File: src/design/sfs_pkg.sv
// ----------------------------------------------------------------------------
// Sprite frame sequencer package
// Shared constants, request and result types, action codes and FSM states.
// ----------------------------------------------------------------------------
package sfs_pkg;

    localparam int MAX_FRAMES = 16;
    localparam int IDX_W      = (MAX_FRAMES > 1) ? $clog2(MAX_FRAMES) : 1;
    localparam int CNT_W      = $clog2(MAX_FRAMES + 1);
    localparam int DUR_W      = 16;
    localparam int TIMER_W    = 21;
    localparam int SUM_W      = DUR_W + IDX_W;
    localparam int CMP_W      = (SUM_W > TIMER_W) ? SUM_W : TIMER_W;
    localparam int MOD_CNT_W  = $clog2(TIMER_W);

    localparam logic [TIMER_W-1:0] TIMER_MAX = {TIMER_W{1'b1}};

    localparam logic [2:0] ACT_ADD    = 3'd0;
    localparam logic [2:0] ACT_START  = 3'd1;
    localparam logic [2:0] ACT_STOP   = 3'd2;
    localparam logic [2:0] ACT_TICK   = 3'd3;
    localparam logic [2:0] ACT_RENDER = 3'd4;

    typedef struct packed {
        logic        [2:0]  action;
        logic        [15:0] amount;
        logic signed [15:0] src_x;
        logic signed [15:0] src_y;
        logic        [11:0] src_w;
        logic        [11:0] src_h;
    } item_t;

    typedef struct packed {
        logic               running;
        logic               frame_valid;
        logic        [3:0]  frame_index;
        logic signed [15:0] out_x;
        logic signed [15:0] out_y;
        logic        [11:0] out_w;
        logic        [11:0] out_h;
        logic               table_full;
        logic [TIMER_W-1:0] elapsed;
    } result_t;

    typedef struct packed {
        logic [DUR_W-1:0]   duration;
        logic signed [15:0] x;
        logic signed [15:0] y;
        logic        [11:0] w;
        logic        [11:0] h;
    } frame_entry_t;

    typedef enum logic [1:0] {
        ST_IDLE,
        ST_MOD,
        ST_READ,
        ST_CHECK
    } state_t;

endpackage

File: src/design/sprite_frame_sequencer.sv
// ----------------------------------------------------------------------------
// Sprite frame sequencer
// Frame table with timer, wrap and frame selection for sprite animation.
// ----------------------------------------------------------------------------
// Add, start, stop, plain ticks and unused codes: result in the cycle after start.
// A tick that wraps runs the bit-serial remainder unit before its result.
// A render walks the frame table over its one read port, a read state and a
// check state per frame visited, until the sum reaches the timer or the end.
// busy is high while a wrap or a render walk runs; done pulses for one cycle.
// Reset clears the frame count, total, timer, running flag and cyclic mode.
// ----------------------------------------------------------------------------
module sprite_frame_sequencer (
    input  logic              clk,
    input  logic              rst_n,
    input  logic              start,
    output logic              busy,
    input  sfs_pkg::item_t    item,
    output logic              done,
    output sfs_pkg::result_t  result,
    input  logic              cfg_valid,
    output logic              cfg_ready,
    input  logic              cfg_data
);

    localparam int IDX_W   = sfs_pkg::IDX_W;
    localparam int CNT_W   = sfs_pkg::CNT_W;
    localparam int TIMER_W = sfs_pkg::TIMER_W;
    localparam int SUM_W   = sfs_pkg::SUM_W;
    localparam int CMP_W   = sfs_pkg::CMP_W;

    sfs_pkg::state_t        state_reg, state_next;
    logic [TIMER_W-1:0]     timer_reg, timer_next;
    logic [TIMER_W-1:0]     total_reg, total_next;
    logic [CNT_W-1:0]       count_reg, count_next;
    logic                   running_reg, running_next;
    logic                   cyclic_reg;
    logic [IDX_W-1:0]       idx_reg, idx_next;
    logic [SUM_W-1:0]       sum_reg, sum_next;
    logic                   done_reg, done_next;
    sfs_pkg::result_t       result_reg, result_next;

    logic                   accept;
    logic                   wr_en;
    logic                   rd_en;
    sfs_pkg::frame_entry_t  wr_entry;
    sfs_pkg::frame_entry_t  rd_entry;
    logic                   mod_start;
    logic                   mod_done;
    logic [TIMER_W-1:0]     mod_rem;
    logic [TIMER_W:0]       timer_sum;
    logic [TIMER_W-1:0]     timer_sat;
    logic [TIMER_W:0]       total_sum;
    logic [TIMER_W-1:0]     total_sat;
    logic [SUM_W-1:0]       walk_sum;
    logic                   walk_hit;
    logic                   walk_last;
    logic [IDX_W+3:0]       idx_wide;

    assign accept    = start && (state_reg == sfs_pkg::ST_IDLE);
    assign busy      = (state_reg != sfs_pkg::ST_IDLE);
    assign cfg_ready = (state_reg == sfs_pkg::ST_IDLE);

    assign timer_sum = {1'b0, timer_reg} + (TIMER_W + 1)'(item.amount);
    assign timer_sat = (timer_sum > {1'b0, sfs_pkg::TIMER_MAX}) ? sfs_pkg::TIMER_MAX
                                                               : timer_sum[TIMER_W-1:0];
    assign total_sum = {1'b0, total_reg} + (TIMER_W + 1)'(item.amount);
    assign total_sat = (total_sum > {1'b0, sfs_pkg::TIMER_MAX}) ? sfs_pkg::TIMER_MAX
                                                               : total_sum[TIMER_W-1:0];

    // Running prefix sum of durations against the timer during a render walk.
    assign walk_sum  = sum_reg + SUM_W'(rd_entry.duration);
    assign walk_hit  = CMP_W'(walk_sum) >= CMP_W'(timer_reg);
    assign walk_last = (CNT_W'(idx_reg) + 1'b1) == count_reg;
    assign idx_wide  = {4'b0000, idx_reg};

    assign wr_entry.duration = item.amount;
    assign wr_entry.x        = item.src_x;
    assign wr_entry.y        = item.src_y;
    assign wr_entry.w        = item.src_w;
    assign wr_entry.h        = item.src_h;

    always_comb
    begin
        state_next   = state_reg;
        timer_next   = timer_reg;
        total_next   = total_reg;
        count_next   = count_reg;
        running_next = running_reg;
        idx_next     = idx_reg;
        sum_next     = sum_reg;
        done_next    = 1'b0;
        result_next  = result_reg;
        wr_en        = 1'b0;
        rd_en        = 1'b0;
        mod_start    = 1'b0;

        case (state_reg)
            sfs_pkg::ST_IDLE:
            begin
                if (accept)
                begin
                    result_next = '0;
                    done_next   = 1'b1;
                    case (item.action)
                        sfs_pkg::ACT_ADD:
                        begin
                            if (count_reg >= CNT_W'(sfs_pkg::MAX_FRAMES))
                            begin
                                result_next.table_full = 1'b1;
                            end
                            else
                            begin
                                wr_en      = 1'b1;
                                count_next = count_reg + 1'b1;
                                total_next = total_sat;
                            end
                        end
                        sfs_pkg::ACT_START:
                        begin
                            running_next = 1'b1;
                            timer_next   = '0;
                        end
                        sfs_pkg::ACT_STOP:
                        begin
                            running_next = 1'b0;
                        end
                        sfs_pkg::ACT_TICK:
                        begin
                            if (running_reg)
                            begin
                                timer_next = timer_sat;
                                if (timer_sat >= total_reg)
                                begin
                                    if (!cyclic_reg)
                                    begin
                                        running_next = 1'b0;
                                    end
                                    else if (total_reg == '0)
                                    begin
                                        timer_next = '0;
                                    end
                                    else
                                    begin
                                        mod_start  = 1'b1;
                                        done_next  = 1'b0;
                                        state_next = sfs_pkg::ST_MOD;
                                    end
                                end
                            end
                        end
                        sfs_pkg::ACT_RENDER:
                        begin
                            if (running_reg && (count_reg != '0))
                            begin
                                idx_next   = '0;
                                sum_next   = '0;
                                done_next  = 1'b0;
                                state_next = sfs_pkg::ST_READ;
                            end
                        end
                        default:
                        begin
                        end
                    endcase
                    result_next.running = running_next;
                    result_next.elapsed = timer_next;
                end
            end
            sfs_pkg::ST_MOD:
            begin
                if (mod_done)
                begin
                    timer_next          = mod_rem;
                    result_next.elapsed = mod_rem;
                    done_next           = 1'b1;
                    state_next          = sfs_pkg::ST_IDLE;
                end
            end
            sfs_pkg::ST_READ:
            begin
                rd_en      = 1'b1;
                state_next = sfs_pkg::ST_CHECK;
            end
            sfs_pkg::ST_CHECK:
            begin
                if (walk_hit || walk_last)
                begin
                    result_next.frame_valid = 1'b1;
                    result_next.frame_index = idx_wide[3:0];
                    result_next.out_x       = rd_entry.x;
                    result_next.out_y       = rd_entry.y;
                    result_next.out_w       = rd_entry.w;
                    result_next.out_h       = rd_entry.h;
                    done_next               = 1'b1;
                    state_next              = sfs_pkg::ST_IDLE;
                end
                else
                begin
                    sum_next   = walk_sum;
                    idx_next   = idx_reg + 1'b1;
                    state_next = sfs_pkg::ST_READ;
                end
            end
            default:
            begin
                state_next = sfs_pkg::ST_IDLE;
            end
        endcase
    end

    always_ff @(posedge clk or negedge rst_n)
    begin
        if (!rst_n)
        begin
            state_reg   <= sfs_pkg::ST_IDLE;
            timer_reg   <= '0;
            total_reg   <= '0;
            count_reg   <= '0;
            running_reg <= 1'b0;
            cyclic_reg  <= 1'b0;
            done_reg    <= 1'b0;
        end
        else
        begin
            state_reg   <= state_next;
            timer_reg   <= timer_next;
            total_reg   <= total_next;
            count_reg   <= count_next;
            running_reg <= running_next;
            done_reg    <= done_next;
            if (cfg_valid && cfg_ready)
            begin
                cyclic_reg <= cfg_data;
            end
        end
    end

    always_ff @(posedge clk)
    begin
        idx_reg    <= idx_next;
        sum_reg    <= sum_next;
        result_reg <= result_next;
    end

    sfs_frame_ram u_ram (
        .clk     (clk),
        .wr_en   (wr_en),
        .wr_addr (count_reg[IDX_W-1:0]),
        .wr_data (wr_entry),
        .rd_en   (rd_en),
        .rd_addr (idx_reg),
        .rd_data (rd_entry)
    );

    sfs_mod_unit u_mod (
        .clk       (clk),
        .rst_n     (rst_n),
        .start     (mod_start),
        .dividend  (timer_sat),
        .divisor   (total_reg),
        .done      (mod_done),
        .remainder (mod_rem)
    );

    assign done   = done_reg;
    assign result = result_reg;

    // The frame count never passes the table size.
    a_count_bound: assert property (@(posedge clk) disable iff (!rst_n)
        count_reg <= CNT_W'(sfs_pkg::MAX_FRAMES))
        else $error("frame count exceeds table size");

    // A result appears only once the sequencer has returned to idle.
    a_done_idle: assert property (@(posedge clk) disable iff (!rst_n)
        done |-> !busy)
        else $error("result strobe while busy");

    // A render while stopped completes in the next cycle with no frame.
    a_render_stopped: assert property (@(posedge clk) disable iff (!rst_n)
        (accept && item.action == sfs_pkg::ACT_RENDER && !running_reg)
        |=> (done && !result.frame_valid))
        else $error("render while stopped did not complete at once");

    // A result without a frame carries a zero index and rectangle.
    a_no_frame_zero: assert property (@(posedge clk) disable iff (!rst_n)
        (done && !result.frame_valid) |-> (result.frame_index == '0 &&
        result.out_x == '0 && result.out_y == '0 && result.out_w == '0 &&
        result.out_h == '0))
        else $error("non-render result carries frame data");

    // The remainder unit is only started from idle by an accepted tick.
    a_mod_from_tick: assert property (@(posedge clk) disable iff (!rst_n)
        mod_start |-> (accept && item.action == sfs_pkg::ACT_TICK))
        else $error("wrap started without a tick request");

endmodule

File: src/design/sfs_frame_ram.sv
// ----------------------------------------------------------------------------
// Sprite frame table
// One write port and one read port, read data registered.
// ----------------------------------------------------------------------------
module sfs_frame_ram (
    input  logic                         clk,
    input  logic                         wr_en,
    input  logic [sfs_pkg::IDX_W-1:0]    wr_addr,
    input  sfs_pkg::frame_entry_t        wr_data,
    input  logic                         rd_en,
    input  logic [sfs_pkg::IDX_W-1:0]    rd_addr,
    output sfs_pkg::frame_entry_t        rd_data
);

    sfs_pkg::frame_entry_t mem [sfs_pkg::MAX_FRAMES];
    sfs_pkg::frame_entry_t rd_data_reg;

    always_ff @(posedge clk)
    begin
        if (wr_en)
        begin
            mem[wr_addr] <= wr_data;
        end
        if (rd_en)
        begin
            rd_data_reg <= mem[rd_addr];
        end
    end

    assign rd_data = rd_data_reg;

endmodule

File: src/design/sfs_mod_unit.sv
// ----------------------------------------------------------------------------
// Timer wrap unit
// Restoring remainder, one quotient bit per cycle, dividend MSB first.
// ----------------------------------------------------------------------------
module sfs_mod_unit (
    input  logic                          clk,
    input  logic                          rst_n,
    input  logic                          start,
    input  logic [sfs_pkg::TIMER_W-1:0]   dividend,
    input  logic [sfs_pkg::TIMER_W-1:0]   divisor,
    output logic                          done,
    output logic [sfs_pkg::TIMER_W-1:0]   remainder
);

    localparam int W = sfs_pkg::TIMER_W;

    logic                             active_reg;
    logic                             done_reg;
    logic [sfs_pkg::MOD_CNT_W-1:0]    cnt_reg;
    logic [W-1:0]                     rem_reg;
    logic [W-1:0]                     dvd_reg;
    logic [W-1:0]                     div_reg;
    logic [W:0]                       trial;
    logic [W-1:0]                     rem_next;

    always_comb
    begin
        trial = {rem_reg, dvd_reg[W-1]};
        if (trial >= {1'b0, div_reg})
        begin
            rem_next = W'(trial - {1'b0, div_reg});
        end
        else
        begin
            rem_next = trial[W-1:0];
        end
    end

    always_ff @(posedge clk or negedge rst_n)
    begin
        if (!rst_n)
        begin
            active_reg <= 1'b0;
            done_reg   <= 1'b0;
            cnt_reg    <= '0;
        end
        else
        begin
            done_reg <= 1'b0;
            if (start)
            begin
                active_reg <= 1'b1;
                cnt_reg    <= '0;
            end
            else if (active_reg)
            begin
                cnt_reg <= cnt_reg + 1'b1;
                if (cnt_reg == sfs_pkg::MOD_CNT_W'(W - 1))
                begin
                    active_reg <= 1'b0;
                    done_reg   <= 1'b1;
                end
            end
        end
    end

    always_ff @(posedge clk)
    begin
        if (start)
        begin
            rem_reg <= '0;
            dvd_reg <= dividend;
            div_reg <= divisor;
        end
        else if (active_reg)
        begin
            rem_reg <= rem_next;
            dvd_reg <= {dvd_reg[W-2:0], 1'b0};
        end
    end

    assign done      = done_reg;
    assign remainder = rem_reg;

endmodule

File: config.mk
export PLATFORM = sky130hd
export DESIGN_NAME = sprite_frame_sequencer
export DESIGN_NICKNAME = d
export VERILOG_FILES = /design/src/design/sfs_pkg.sv /design/src/design/sprite_frame_sequencer.sv /design/src/design/sfs_frame_ram.sv /design/src/design/sfs_mod_unit.sv
export SDC_FILE = /design/constraint.sdc
export NUM_CORES = 2
export LEC_CHECK = 0
export BUFFER_PORTS_ARGS = -buffer_cell sky130_fd_sc_hd__buf_2
export CAP_MARGIN = 10
export CELL_PAD_IN_SITES_DETAIL_PLACEMENT = 1
export CELL_PAD_IN_SITES_GLOBAL_PLACEMENT = 1
export CORE_MARGIN = 8
export CORE_UTILIZATION = 25
export CTS_BUF_LIST = sky130_fd_sc_hd__clkbuf_4
export CTS_CLUSTER_SIZE = 12
export DETAILED_ROUTE_END_ITERATION = 16
export PLACE_DENSITY_LB_ADDON = 0.1
export RECOVER_POWER = 100
export SYNTH_ARGS = -nofsm -noshare
export SYNTH_HDL_FRONTEND = slang
export SYNTH_SLANG_ARGS = --single-unit
export TNS_END_PERCENT = 100
File: constraint.sdc
create_clock -name clk -period 9.4 [get_ports clk]
set_input_delay 0.94 -clock clk [delete_from_list [all_inputs] [get_ports clk]]
set_output_delay 0.94 -clock clk [all_outputs]
set_load 0.01 [all_outputs]
==> reports/qor.csv <==
metric;value;unit
relSlewSlack;-189;%
dp_cells;6340;
setup-violations-final;0;
ir_drop;0.000111;V
path_cells;dlygate4sd3_1 > clkbuf_1 > ha_1 > a211oi_1 > nor4_1 > nor4_1 > o21a_1 > o31ai_4 > nor3_1 > inv_1 > ha_1 > nand4_1 > or4_1 > a311oi_1 > nor4_1 > nor3_1 > nand2_2 > buf_4 > inv_1 > buf_4 > mux2_1;
synth-edff-count;1374;
synthArstFlopShare;4.06;%
wl_per_cell;26.5;um
grt_usage;14.8;%
die_area;0.253;mm2
nFillCells;24700;
stdcell_count;7188;
cts.path.max_buffers;4;
max_stage_delay;1200;ps
ys_top_cells_by_count;1374 x edfxtp_1, 360 x mux4_2, 125 x o21ai_0;
syn2layout_area_growth;17.8;%
synth.top_cell.area_share;69.6;%
floorplan.die.height;503;um
worst_path_max_delay_cell;nor4_1;
ant_nets;0;
cts.clk_slew.worst_paths;60;ps
cts_resized;0;
grt_overflow;0;
synthCells;3091;
h-tree-depth;5;
max_freq;126;MHz
hpwlAfterDp;106;mm
fin_tns_setup;0;ps
cellPowerDensity;260;mW/mm2
multi_input_area;0.0152;mm2
synthMostInstantiatedCell;edfxtp_1;
port_buffers;166;
drv_cap;29;
violations;max-capacitance violations, max-slew violations;
maxSlewViolCount;1104;
clock_skew;176;ps
seq_area_frac_synth;72.8;%
num_vias;32800;
io_pins;167;
grt_first_pass_wirelength;270;mm
dpl_cell_area;0.0641;mm2
largest_reg_flops;1152;
leakagePower;23.3;nW
design.core.area;0.237;mm2
ys_types;80;
ys_seq_elements;1454;
crit_top_cell;nor4_1;
total_power;18.2;mW
grt_pass1_vias;36400;
hold_viol_final;0;
cp-end-kind;flip-flop;
die_w;503;um
worst_pin_slew;4330;ps
crit_type;in2reg;
arrival;8970;ps
num-nets-final;3879;
syn_area;0.0593;mm2
antenna_found_initial;27;
yosysWarnings;0;
final_cell_area;0.0699;mm2
viasPerCell;4.56;
dr.first_iter.drc_count;1963;
cts_tree;done;
start_kind;input port;
start_util;25.0;%
finalCritPeriodShare;84.6;%
cts_root_buf;clkbuf_4;
row_count;179;
drive_above_1_share;27.2;%
grt_max_degree;130;
worstHoldPathType;in2reg;
rsz0062_at_grt;false;
postCtsSetupRepairBufs;0;
cts.sinks;1454;
synth_nets;3292;
drc;0;
status;finished with violations;
whs;213;ps
synth_top_flop_cell;edfxtp_1;
final_util;29.5;%
setup_slack;1450;ps
critPathMaxFanout;46;
dpl_worst_slack;2130;ps
place_congestion;0.803;
clk_latency;1420;ps
numCtsBuffers;422;
dr.pass1.iters;5;
crit_required;10420;ps
hold_buffers;81;
regArea;0.0432;mm2
yosysTopAreaCell;edfxtp_1;
drt_wl_total;191;mm
syn_avg_cell_area;19.2;um2
period_minus_slack;7950;ps
synthTopCellsByArea;edfxtp_1 70%, mux4_2 14%, dfrtp_1 2.5%, ha_1 2.5%, o21ai_0 1.1%;
[kinds of logic after synthesis]
group	synth area share [%]
AO/OA/AOI/OAI	4.03
XOR/XNOR	1.02
adder cells (fa/ha/maj)	2.60
buffers and inverters	1.62
flip-flops	72.8
multiplexers	14.2
AND/OR/NAND/NOR	3.78
[critical path: cells and delay by family]
kind                       cells  cell delay, ps
and+or+nand+nor                8            3220
buffers and inverters          6            2530
AOI/OAI and AO/OA              4            1100
adders and majority gates      2             730
muxes                          1             370
[where the power goes]
part           internal (mW)  switching (mW)
sequential              7.65           0.547
combinational           1.51            2.52
clock                   3.17            2.77
total                   12.3            5.83
[area by class of cell]
cell class | count | area share [%]
diodes | 16 | 0.0573
multi-input cells | 1389 | 21.8
repair buffers | 302 | 2.55
inverters | 109 | 0.585
well taps | 3167 | 5.67
clock buffers | 627 | 6.74
clock inverters | 124 | 0.883
flip-flops and latches | 1454 | 61.8
[final timing paths]
path / start / end / slack, ps / cells past startpoint
setup / recovery: item[57] / u_mod.dvd_reg[8] / 1450 / 21
hold / removal: item[74] / state_reg[1] / 210 / 5
setup reg to reg: state_reg[0] / u_ram.mem[9][31] / 2000 / 7
hold reg to reg: total_reg[2] / u_mod.div_reg[2] / 510 / 0
max in group asynchronous: rst_n / state_reg[1] / 5370 / 3
min in group asynchronous: rst_n / timer_reg[19] / 830 / 2
[cell usage in the layout, fill, tap and decap left out, types with 12 or more instances in the layout]
cell type,synthesis,layout
dlygate4sd3_1,0,81
nand3_1,18,18
ha_1,117,117
edfxtp_1,1374,1374
a21oi_1,88,88
clkinv_1,1,99
dfrtp_1,59,58
a22oi_1,14,14
nor4_1,11,14
nor2_1,81,81
and3_1,68,68
xor2_1,29,29
nor2b_1,17,15
a21o_1,27,27
and2_0,1,19
mux4_2,360,360
a211oi_1,21,22
mux2i_1,21,21
clkbuf_1,98,179
nand4_1,19,19
nand2b_1,22,22
diode_2,0,16
dfxtp_1,21,21
clkbuf_4,0,627
o21bai_1,13,13
nor3_1,36,37
nand2_1,89,88
o21a_1,12,13
o21ai_0,125,126
inv_1,106,108
clkinv_2,0,16
xnor2_1,40,40
buf_4,1,25
a31oi_1,12,12
[routing by layer]
layer | track usage [%] | share of wire (%)
met1 | 19.8 | 45
met2 | 24.3 | 48
met3 | 3.25 | 4.7
met4 | 4.46 | 2.4
met5 | 0 | 0.050
Note: power is estimated with default switching activity, not from simulation.
